==> src/hw/rtl/ksa_pkg.sv <==
`timescale 1ns / 1ps
// ----------------------------------------------------------------------------
// ksa_pkg: shared types and constants for the keyed sample aggregator
// Mode codes, controller states and the command/status structs.
// ----------------------------------------------------------------------------
package ksa_pkg;

  localparam logic [1:0] MODE_ADD    = 2'd0;
  localparam logic [1:0] MODE_FLUSH  = 2'd1;
  localparam logic [1:0] MODE_CLEAR  = 2'd2;
  localparam logic [1:0] MODE_UNUSED = 2'd3;  // ignored by the block

  localparam int unsigned FILL_SHIFT = 2;  // weight / 4
  localparam int unsigned DIV_BITS   = 64;

  typedef enum logic [3:0] {
    ST_IDLE,
    ST_SEARCH,
    ST_MERGE,
    ST_FSCAN,
    ST_FDIV_START,
    ST_FDIV,
    ST_FEMIT,
    ST_FEMPTY
  } state_t;

  // controller to datapath
  typedef struct packed {
    logic load;        // capture input word
    logic scan_clr;    // reset scan index and best tracking
    logic scan_step;   // compare one entry, advance index
    logic merge;       // write merged/allocated entry
    logic drop;        // set sticky overflow
    logic clear;       // empty table
    logic div_start;   // latch best entry, start divider
    logic div_step;    // one restoring division step
    logic emit;        // drive result for one cycle
    logic emit_empty;  // drive empty-table result
    logic next_rank;   // record emitted key as previous
  } cmd_t;

  // datapath to controller
  typedef struct packed {
    logic scan_done;   // index reached used count
    logic hit;         // search found the key
    logic full;        // table full
    logic empty;       // used count is zero
    logic div_done;    // divider finished
    logic last_rank;   // emitted entry is the final one
  } status_t;

endpackage

==> src/hw/rtl/ksa_ctrl.sv <==
`timescale 1ns / 1ps
// ----------------------------------------------------------------------------
// ksa_ctrl: sequencer for the keyed sample aggregator
// Steps add searches, flush ranking scans and the per-entry divider; issues clears.
// ----------------------------------------------------------------------------
module ksa_ctrl (
  input  logic              clk,
  input  logic              rst,
  input  logic              start,
  input  logic [1:0]        mode,
  output logic              busy,
  output ksa_pkg::cmd_t     cmd,
  input  ksa_pkg::status_t  stat
);

  ksa_pkg::state_t state, state_next;

  always_ff @(posedge clk) begin
    if (rst) state <= ksa_pkg::ST_IDLE;
    else     state <= state_next;
  end

  // next state
  always_comb begin
    state_next = state;
    unique case (state)
      ksa_pkg::ST_IDLE: begin
        if (start) begin
          if (mode == ksa_pkg::MODE_ADD)        state_next = ksa_pkg::ST_SEARCH;
          else if (mode == ksa_pkg::MODE_FLUSH) state_next = ksa_pkg::ST_FSCAN;
        end
      end
      ksa_pkg::ST_SEARCH: begin
        if (stat.hit || stat.scan_done) state_next = ksa_pkg::ST_MERGE;
      end
      ksa_pkg::ST_MERGE: state_next = ksa_pkg::ST_IDLE;
      ksa_pkg::ST_FSCAN: begin
        if (stat.empty)          state_next = ksa_pkg::ST_FEMPTY;
        else if (stat.scan_done) state_next = ksa_pkg::ST_FDIV_START;
      end
      ksa_pkg::ST_FDIV_START: state_next = ksa_pkg::ST_FDIV;
      ksa_pkg::ST_FDIV: begin
        if (stat.div_done) state_next = ksa_pkg::ST_FEMIT;
      end
      ksa_pkg::ST_FEMIT: begin
        state_next = stat.last_rank ? ksa_pkg::ST_IDLE : ksa_pkg::ST_FSCAN;
      end
      ksa_pkg::ST_FEMPTY: state_next = ksa_pkg::ST_IDLE;
      default: state_next = ksa_pkg::ST_IDLE;
    endcase
  end

  // outputs
  always_comb begin
    cmd  = '0;
    busy = (state != ksa_pkg::ST_IDLE);
    unique case (state)
      ksa_pkg::ST_IDLE: begin
        cmd.load     = start;
        cmd.scan_clr = start;
        cmd.clear    = start && (mode == ksa_pkg::MODE_CLEAR);
      end
      ksa_pkg::ST_SEARCH: begin
        cmd.scan_step = !(stat.hit || stat.scan_done);
      end
      ksa_pkg::ST_MERGE: begin
        cmd.merge = stat.hit || !stat.full;
        cmd.drop  = !stat.hit && stat.full;
      end
      ksa_pkg::ST_FSCAN: begin
        cmd.scan_step = !stat.empty && !stat.scan_done;
      end
      ksa_pkg::ST_FDIV_START: cmd.div_start = 1'b1;
      ksa_pkg::ST_FDIV:       cmd.div_step  = !stat.div_done;
      ksa_pkg::ST_FEMIT: begin
        cmd.emit      = 1'b1;
        cmd.next_rank = 1'b1;
        cmd.scan_clr  = 1'b1;
      end
      ksa_pkg::ST_FEMPTY: cmd.emit_empty = 1'b1;
      default: ;
    endcase
  end

  a_emit_busy: assert property (@(posedge clk) disable iff (rst)
    (cmd.emit || cmd.emit_empty) |-> busy) else $error("emit while idle");
  a_merge_after_search: assert property (@(posedge clk) disable iff (rst)
    (state == ksa_pkg::ST_MERGE) |-> $past(state) == ksa_pkg::ST_SEARCH)
    else $error("merge without search");
  a_one_result_kind: assert property (@(posedge clk) disable iff (rst)
    !(cmd.emit && cmd.emit_empty)) else $error("two result kinds");

endmodule

==> config.mk <==
export PLATFORM = sky130hd
export DESIGN_NAME = ksa_ctrl
export DESIGN_NICKNAME = d
export VERILOG_FILES = /design/src/hw/rtl/ksa_pkg.sv /design/src/hw/rtl/ksa_ctrl.sv
export SDC_FILE = /design/constraint.sdc
export NUM_CORES = 1
export LEC_CHECK = 0
export BUFFER_PORTS_ARGS = -buffer_cell sky130_fd_sc_hd__buf_4
export CORE_AREA = 8 8 45 47
export CTS_CLUSTER_SIZE = 12
export DETAILED_ROUTE_END_ITERATION = 6
export DIE_AREA = 0 0 53 55
export GPL_TIMING_DRIVEN = 0
export PLACE_DENSITY_LB_ADDON = 0.25
export SLEW_MARGIN = 5
export SYNTH_ARGS = -nofsm -noshare
export SYNTH_HDL_FRONTEND = slang
export SYNTH_SLANG_ARGS = --single-unit
==> constraint.sdc <==
create_clock -name clk -period 1.65 [get_ports clk]
set_input_delay 0.2475 -clock clk [delete_from_list [all_inputs] [get_ports clk]]
set_output_delay 0.2475 -clock clk [all_outputs]
set_load 0.01 [all_outputs]
# Word level (Yosys, flattened, before mapping)
# Index checks and enable logic that the tools add are counted.
[word_totals]
regBits = 4
input_bits = 11
out_inout_bits = 12
elab_cells = 48
[classes]
eq_ne = 14
mux = 18
n_reduce_logical = 15
[op_table]
columns = ["cell", "n"]
rows = [
  ["4-bit two-way mux", 7],
  ["4-bit case mux with 6 select lines", 1],
  ["4-bit by 3-bit equality test with 1-bit output (second input constant)", 4],
  ["4-bit by 2-bit equality test with 1-bit output (second input constant)", 2],
  ["1-bit logical NOT", 6],
  ["1-bit two-way mux", 6],
  ["2-bit inequality test (second input constant)", 3],
  ["3-bit inequality test (second input constant)", 2],
  ["5-bit AND reduction", 1],
  ["4-bit by 1-bit equality test with 1-bit output (second input constant)", 1],
  ["4-bit logical NOT", 1],
  ["2-bit two-way mux", 2],
  ["1-bit case mux with 2 select lines", 2],
  ["4-bit nonzero test", 1],
  ["1-bit logical AND", 3],
  ["2-bit by 1-bit equality test with 1-bit output (second input constant)", 1],
  ["2-bit equality test (second input constant)", 1],
  ["2-bit logical NOT", 1],
  ["1-bit logical OR", 2],
]

# Logic depth before layout (Yosys ltp)
# Gate-level depths: netlist of the first run.
[depth]
word_depth = 5
ltp_mapped = 4
mapped_depth_nobuf = 3

# Worst setup path after synthesis of the first run
# Ideal clock, no wire load.
[synth_timing]
kind = "reg2out"
start = "register state[1]"
end = "output cmd[5] (netlist name)"
arrival_time_ps = 1208
required_ps = 1402
path_slack_ps = 194
stages_incl_launch_ff = 5
path_buffers = 1
cell_sequence = "dfxtp_1 -> clkbuf_1 -> nor3_1 -> nand2_1 -> nor3b_1"
[synth_lines]
columns = ["item", "line_no", "text"]
rows = [
  ["start: declaration", "ksa_ctrl.sv:16", "ksa_pkg::state_t state, state_next;"],
  ["start signal: assignment", "ksa_ctrl.sv:19", "if (rst) state <= ksa_pkg::ST_IDLE;"],
  ["start signal: assignment", "ksa_ctrl.sv:20", "else state <= state_next;"],
  ["end: declaration", "ksa_ctrl.sv:12", "output ksa_pkg::cmd_t cmd,"],
]

==> results of run 1 <==
layer usage:
| metal | global-route usage | share of wire |
|---|---|---|
| met5 | 0 | 0 |
| met4 | 0.0647 | 0.0046 |
| met3 | 0.0348 | 0.12 |
| met2 | 0.125 | 0.54 |
| met1 | 0.0561 | 0.33 |
kinds of logic after synthesis:
family | synth area share
AO/OA/AOI/OAI | 0.286
buffers and inverters | 0.114
flip-flops | 0.188
AND/OR/NAND/NOR | 0.412
layout make-up:
class,instances,area [um^2],share of cell area
buffer,3,26.3,0.0473
clock buffer,4,26.3,0.0473
inverter,4,15.0,0.0270
multi-input combinational,35,241,0.435
sequential,3,61.3,0.110
tap,16,20.0,0.0360
timing repair buffer,22,165,0.297
where the power goes:
part	total, mW	internal [mW]	switching [mW]	leakage [nW]
clock network	0.126	0.0905	0.0357	0.0150
logic	0.245	0.131	0.114	0.214
registers	0.113	0.0870	0.0258	0.0250
total	0.484	0.308	0.176	0.254
worst max-delay path: cells and delay by family, from the launching register on:
kind	cells	cell delay, ns
DFF	1	0.32
buffers and inverters	2	0.28
and+or+nand+nor	3	0.49
stage by stage:
step / instances / hold WS (ns)
3_3_place_gp: 84 / 0.439
3_5_place_dp: 84 / 0.435
4_1_cts: 87 / 0.187
2_1_floorplan: 46 / 0.317
5_1_grt: 87 / 0.193
6_report: 87 / 0.196
how the worst max path moves through the flow:
stage / end / slack (ns) / startpoint / depth (start not counted)
3_5_place_dp: cmd[5] / 0.02 / state[1] / 5
2_1_floorplan: cmd[5] / 0.19 / state[1] / 4
5_1_grt: cmd[5] / 0.004 / state[0] / 5
3_3_place_gp: cmd[5] / 0.05 / state[1] / 5
6_report: cmd[5] / 0.08 / state[0] / 5
4_1_cts: cmd[5] / 0.008 / state[0] / 5
cell usage in the layout, fill, tap and decap left out, types with 2 or more instances in the layout:
cell and count:
a21oi_1 4, clkbuf_4 3, nor2_1 4, nor3_1 3
nand2b_1 3, dfxtp_1 2, nor2b_1 3, nor3b_1 2
buf_4 24, inv_1 4
cells in the mapped netlist:
library cell	count
o211ai_1	1
buf_2	2
o21bai_1	1
o31a_1	1
nor3_1	4
o31ai_1	1
o221a_1	1
or4b_1	1
inv_1	4
and3_1	1
nand2b_1	3
a22oi_1	1
o21a_1	1
o21ai_0	1
nor2_1	4
nand4b_1	1
a2bb2oi_1	1
or2b_1	1
a21oi_1	4
nor2b_1	3
nor3b_1	3
dfxtp_1	3
nand2_1	1
clkbuf_1	1
buf_4	1
timing repair:
action	4_1_cts	5_1_grt
endpoints found under the setup margin	3	2
gates resized for setup	4	6
pin swaps	1	3
endpoints found under the hold margin	0	0
==> results by group, run 1 <==
Finish
  • Largest registers: state: 3 flops
  • Core Util, Final: 0.401
  • Nets: between 80 and 90
  • Filler Cell Count: 166
  • Design Area, Final: 556 um^2
  • Largest Register: state
  • Area Growth Syn to Fin: 74.1%
  • Largest register FFs: 3
  • Layout cells sized above 1: 0.451
  • # diodes: 0

Global routing
  • Total GRT Usage: 0.0705
  • Largest net degree at the start of global routing: 15
  • Total gr overflow: 0
  • Vias in the first global route: about 410
  • Initial antenna violation count: 0
  • First-pass GRT wire length: between 1500 and 2000 um

Hold path
  • Hold path start: rst
  • Worst Hold Endpoint: state[2]
  • HP Class: primary input to flip-flop
  • Worst hold stages: 2

Worst setup path
  • Max incr delay on CP: 0.32 ns
  • R2R Path End: state[1]
  • Worst r2r src: state[2]
  • Critical Path Source Type: flip-flop
  • Worst R2R Path Depth: 3
  • Crit path capture type: primary output
  • Critical Path RT: 1.40 ns
  • Critical Path AT: 1.32 ns
  • Critical-path top delay cell: dfxtp_1
  • Critical path class: flip-flop to primary output
  • R2r setup slk: 0.34 ns
  • CP max FO: 10
  • Crit-path cells: buf_6 -> nor3_4 -> nand2_2 -> nor3b_2 -> buf_4

Die
  • Total core area: 0.00138 mm^2
  • Die W: 53 um
  • Die Y: 55 um
  • Initial Utilization: 0.231
  • Ports: 23
  • # rows: 14
  • DIE AREA: 0.00292 mm^2

Clock tree
  • H-Tree Depth: 1
  • CTS tree: done
  • Max clock buf depth: 2
  • # Post-CTS Setup Buffers: 0
  • Hold_buf cts: 0
  • Number of CTS-inserted buffers: 3
  • Clock latency on the worst-skew pair: 0.23 ns
  • Clock transition at path regs: around 0.040 ns
  • # clock sinks: 3
  • Clk root buf: clkbuf_4

Logic synthesis
  • Synth Instances: 46
  • Yosys warns: 0
  • Register area share after synthesis: 0.188
  • Yosys cell types: 25
  • Syn Std Cell Area: 319 um^2
  • Share of the synthesized area in the top cell type: 0.188
  • Largest area contributor in the netlist: dfxtp_1
  • Mean Syn Cell Area: 6.94 um^2
  • Syn_nets: 57
  • Flop and latch count out of synthesis: 3
  • Synth top area cells: dfxtp_1, nor3b_1, a21oi_1, nor3_1, nand2b_1

Placement
  • Placement Cell Area: about 500 um^2
  • Place WS: between 0.015 and 0.02 ns
  • Routability Congestion: 0.766
  • IO Port Bufs: 22

Timing
  • Final setup viols: 0
  • Worst Skew: 0.00110 ns
  • RSZ-0062 raised after global routing: false
  • Worst slew pin tran: about 0.29 ns
  • Final Hold Viols: 0
  • Normalized max-slew margin: 0.802
  • Post-layout min period: approximately 1.6 ns
  • Final WS setup: around 0.08 ns
  • Highest clock rate: 0.637 GHz
  • Slew Limit Fails: 0
  • Setup_tns: 0 ns
  • Period utilization: 0.951

Outcome
  • Outcome: complete, no violations

Routing
  • Vias: approximately 420
  • Initial DRT Pass Iterations: 3
  • Routed WL: ~1100 um
  • DR vias/cell: a little under 5
  • DRT iter0 DRCs: 2
  • Antenna-violating nets left: 0
  • Wire per inst: 12.4 um
  • DRC errors left: 0

Power
  • Total power: 484 uW
  • Pwr dens: 872 mW/mm^2
  • VDD IR max: 0.000477 V
  • Static Leak: 0.254 nW

Flow run
  • Max cap viols: 0
No activity file was read; power rests on OpenSTA's default activity.
==> run 2: changes to the inputs <==
==> constraint.sdc (replaced) <==
create_clock -name clk -period 1.72 [get_ports clk]
set_input_delay 0.258 -clock clk [delete_from_list [all_inputs] [get_ports clk]]
set_output_delay 0.258 -clock clk [all_outputs]
set_load 0.01 [all_outputs]
==> results by group, run 2 (same netlist as run 1, synthesis figures left out) <==
Outcome
  • Outcome: complete, no violations

Routing
  • Routed WL: 1060 um (-2.2%)
  • Top sig layer: met4
  • Vias: 413 (-1.9%)
  • DRC errors left: 0 (unchanged)
  • DRT iter0 DRCs: 2 (unchanged)
  • Met3 Routed Length: 118 um (-9.2%)
  • Metal1 wirelength: 379 um (+5.3%)
  • Initial DRT Pass Iterations: 3 (unchanged)
  • Antenna-violating nets left: 0 (unchanged)
  • DR vias/cell: 4.75 (-1.9%)
  • Wire per inst: 12.1 um (-2.2%)
  • WL met2: 553 um (-5.5%)

Placement
  • Place WS: 0.0786 ns (+0.0595 ns)
  • Routability Congestion: 0.766 (unchanged)
  • IO Port Bufs: 22 (unchanged)

Clock tree
  • H-Tree Depth: 1 (unchanged)
  • Clock latency on the worst-skew pair: 0.23 ns (about the same)
  • Clock transition at path regs: 0.03 ns (about the same)
  • CTS tree: done
  • Hold_buf cts: 0 (unchanged)
  • Clk root buf: clkbuf_4
  • Number of CTS-inserted buffers: 3 (unchanged)
  • Max clock buf depth: 2 (unchanged)
  • # clock sinks: 3 (unchanged)

Power
  • VDD IR max: 0.000453 V (-5.1%)
  • Static Leak: 0.251 nW (-1.0%)
  • Pwr dens: 834 mW/mm^2 (-4.3%)

Flow run
  • Max cap viols: 0 (unchanged)

Global routing
  • Vias in the first global route: 395 (-2.5%)
  • Initial antenna violation count: 0 (unchanged)
  • Total gr overflow: 0 (unchanged)
  • First-pass GRT wire length: 1460 um (-2.8%)
  • Largest net degree at the start of global routing: 15 (unchanged)
  • Total GRT Usage: 0.0688 (-0.00164)

Timing
  • Worst slew pin tran: 0.291 ns (-0.00228 ns)
  • Final Hold Viols: 0 (unchanged)
  • Period utilization: 0.952
  • Worst Skew: 0.000143 ns (-0.000953 ns)
  • Final WS setup: 0.0826 ns (+0.00157 ns)
  • Final setup viols: 0 (unchanged)
  • Slew Limit Fails: 0 (unchanged)
  • Post-layout min period: ~1.6 ns
  • Highest clock rate: 0.611 GHz
  • Setup_tns: 0 ns (unchanged)
  • RSZ-0062 raised after global routing: false
  • Normalized max-slew margin: 0.804 (+0.00154)

Worst setup path
  • Worst r2r src: state[2]
  • Critical Path RT: 1.46 ns (+0.06 ns)
  • Critical-path top delay cell: dfxtp_1
  • Critical Path Source Type: flip-flop
  • R2R Path End: state[1]
  • Critical path class: flip-flop to primary output
  • Worst R2R Path Depth: 4 (+1)
  • Crit path capture type: primary output
  • CP startpoint: state[0]
  • Critical Path AT: 1.38 ns (+0.06 ns)
  • Max incr delay on CP: 0.33 ns (about the same)
  • R2r setup slk: 0.40 ns (+0.06 ns)
  • CP max FO: 10 (unchanged)
  • Crit-path cells: buf_2 -> nor3b_1 -> o21a_1 -> buf_4
  • Worst setup path endpoint: cmd[8]

Finish
  • Largest register FFs: 3 (unchanged)
  • Nets: 83 (unchanged)
  • Most common cell after layout, fill and taps aside: buf_4
  • # diodes: 0 (unchanged)
  • Largest registers: state: 3 flops
  • Most frequent cells in the layout: buf_4, inv_1, nor2_1, a21oi_1
  • Area Growth Syn to Fin: 69.8%
  • Largest Register: state
  • Layout cells sized above 1: 0.437 (-0.0141)

Die
  • DIE AREA: 0.00292 mm^2 (unchanged)
  • Initial Utilization: 0.231 (unchanged)
  • Total core area: 0.00138 mm^2 (unchanged)
  • Die Y: 55 um (unchanged)
  • # rows: 14 (unchanged)
  • Ports: 23 (unchanged)
  • Die W: 53 um (unchanged)

Hold path
  • Hold path start: rst
  • HP Class: primary input to flip-flop
  • Worst hold stages: 2 (unchanged)
[run 2: layout make-up]
type | instances | area, um^2
fill | 167 | 842
multi-input combinational | 35 | 236
timing repair buffer | 22 | 165
sequential | 3 | 61.3
clock buffer | 4 | 26.3
tap | 16 | 20.0
buffer | 3 | 17.5
inverter | 4 | 15.0
[run 2: worst min-delay path by stage]
stage	end	slack (ns)
finish	state[2]	0.21
global route	state[2]	0.20
CTS	state[2]	0.20
detailed placement	state[2]	0.45
global placement	state[2]	0.45
floorplan	state[2]	0.33
[run 2: power by group]
group / total, mW / switching, mW / internal [mW]
Combinational: 0.224 / 0.108 / 0.117
Clock: 0.120 / 0.0336 / 0.0868
Sequential: 0.107 / 0.0236 / 0.0834
Total: 0.452 / 0.165 / 0.287
[run 2: per-layer routing]
layer | vias up | track usage
li1 | 213 | -
met1 | 187 | 0.0546
met2 | 11 | 0.121
met3 | 2 | 0.0348
met4 | 0 | 0.0647
met5 | - | 0
[run 2: metrics by stage]
stage                     cells  utilization  power (mW)  hold WS (ns)  instance area, um^2
after floorplan              46            -       0.227         0.327                  319
after global placement       84        0.364       0.322         0.450                  504
after detailed placement     84        0.364       0.322         0.445                  504
after CTS                    87        0.384       0.452         0.197                  532
after global routing         87        0.392       0.492         0.203                  542
final                        87        0.392       0.452         0.207                  542
[run 2: repair_timing]
action                                 CTS  global route
gates resized for setup                  1             3
buffers inserted                         0             0
endpoints found under the hold margin    0             0
setup endpoints to repair                3             5
pin swaps                                1             0
[run 2: worst max-delay path: cells and delay by family (launching register included)]
kind / cells / cell delay (ns)
AOI/OAI and AO/OA: 1 / 0.19
DFF: 1 / 0.33
and+or+nand+nor: 1 / 0.28
buffers and inverters: 2 / 0.35
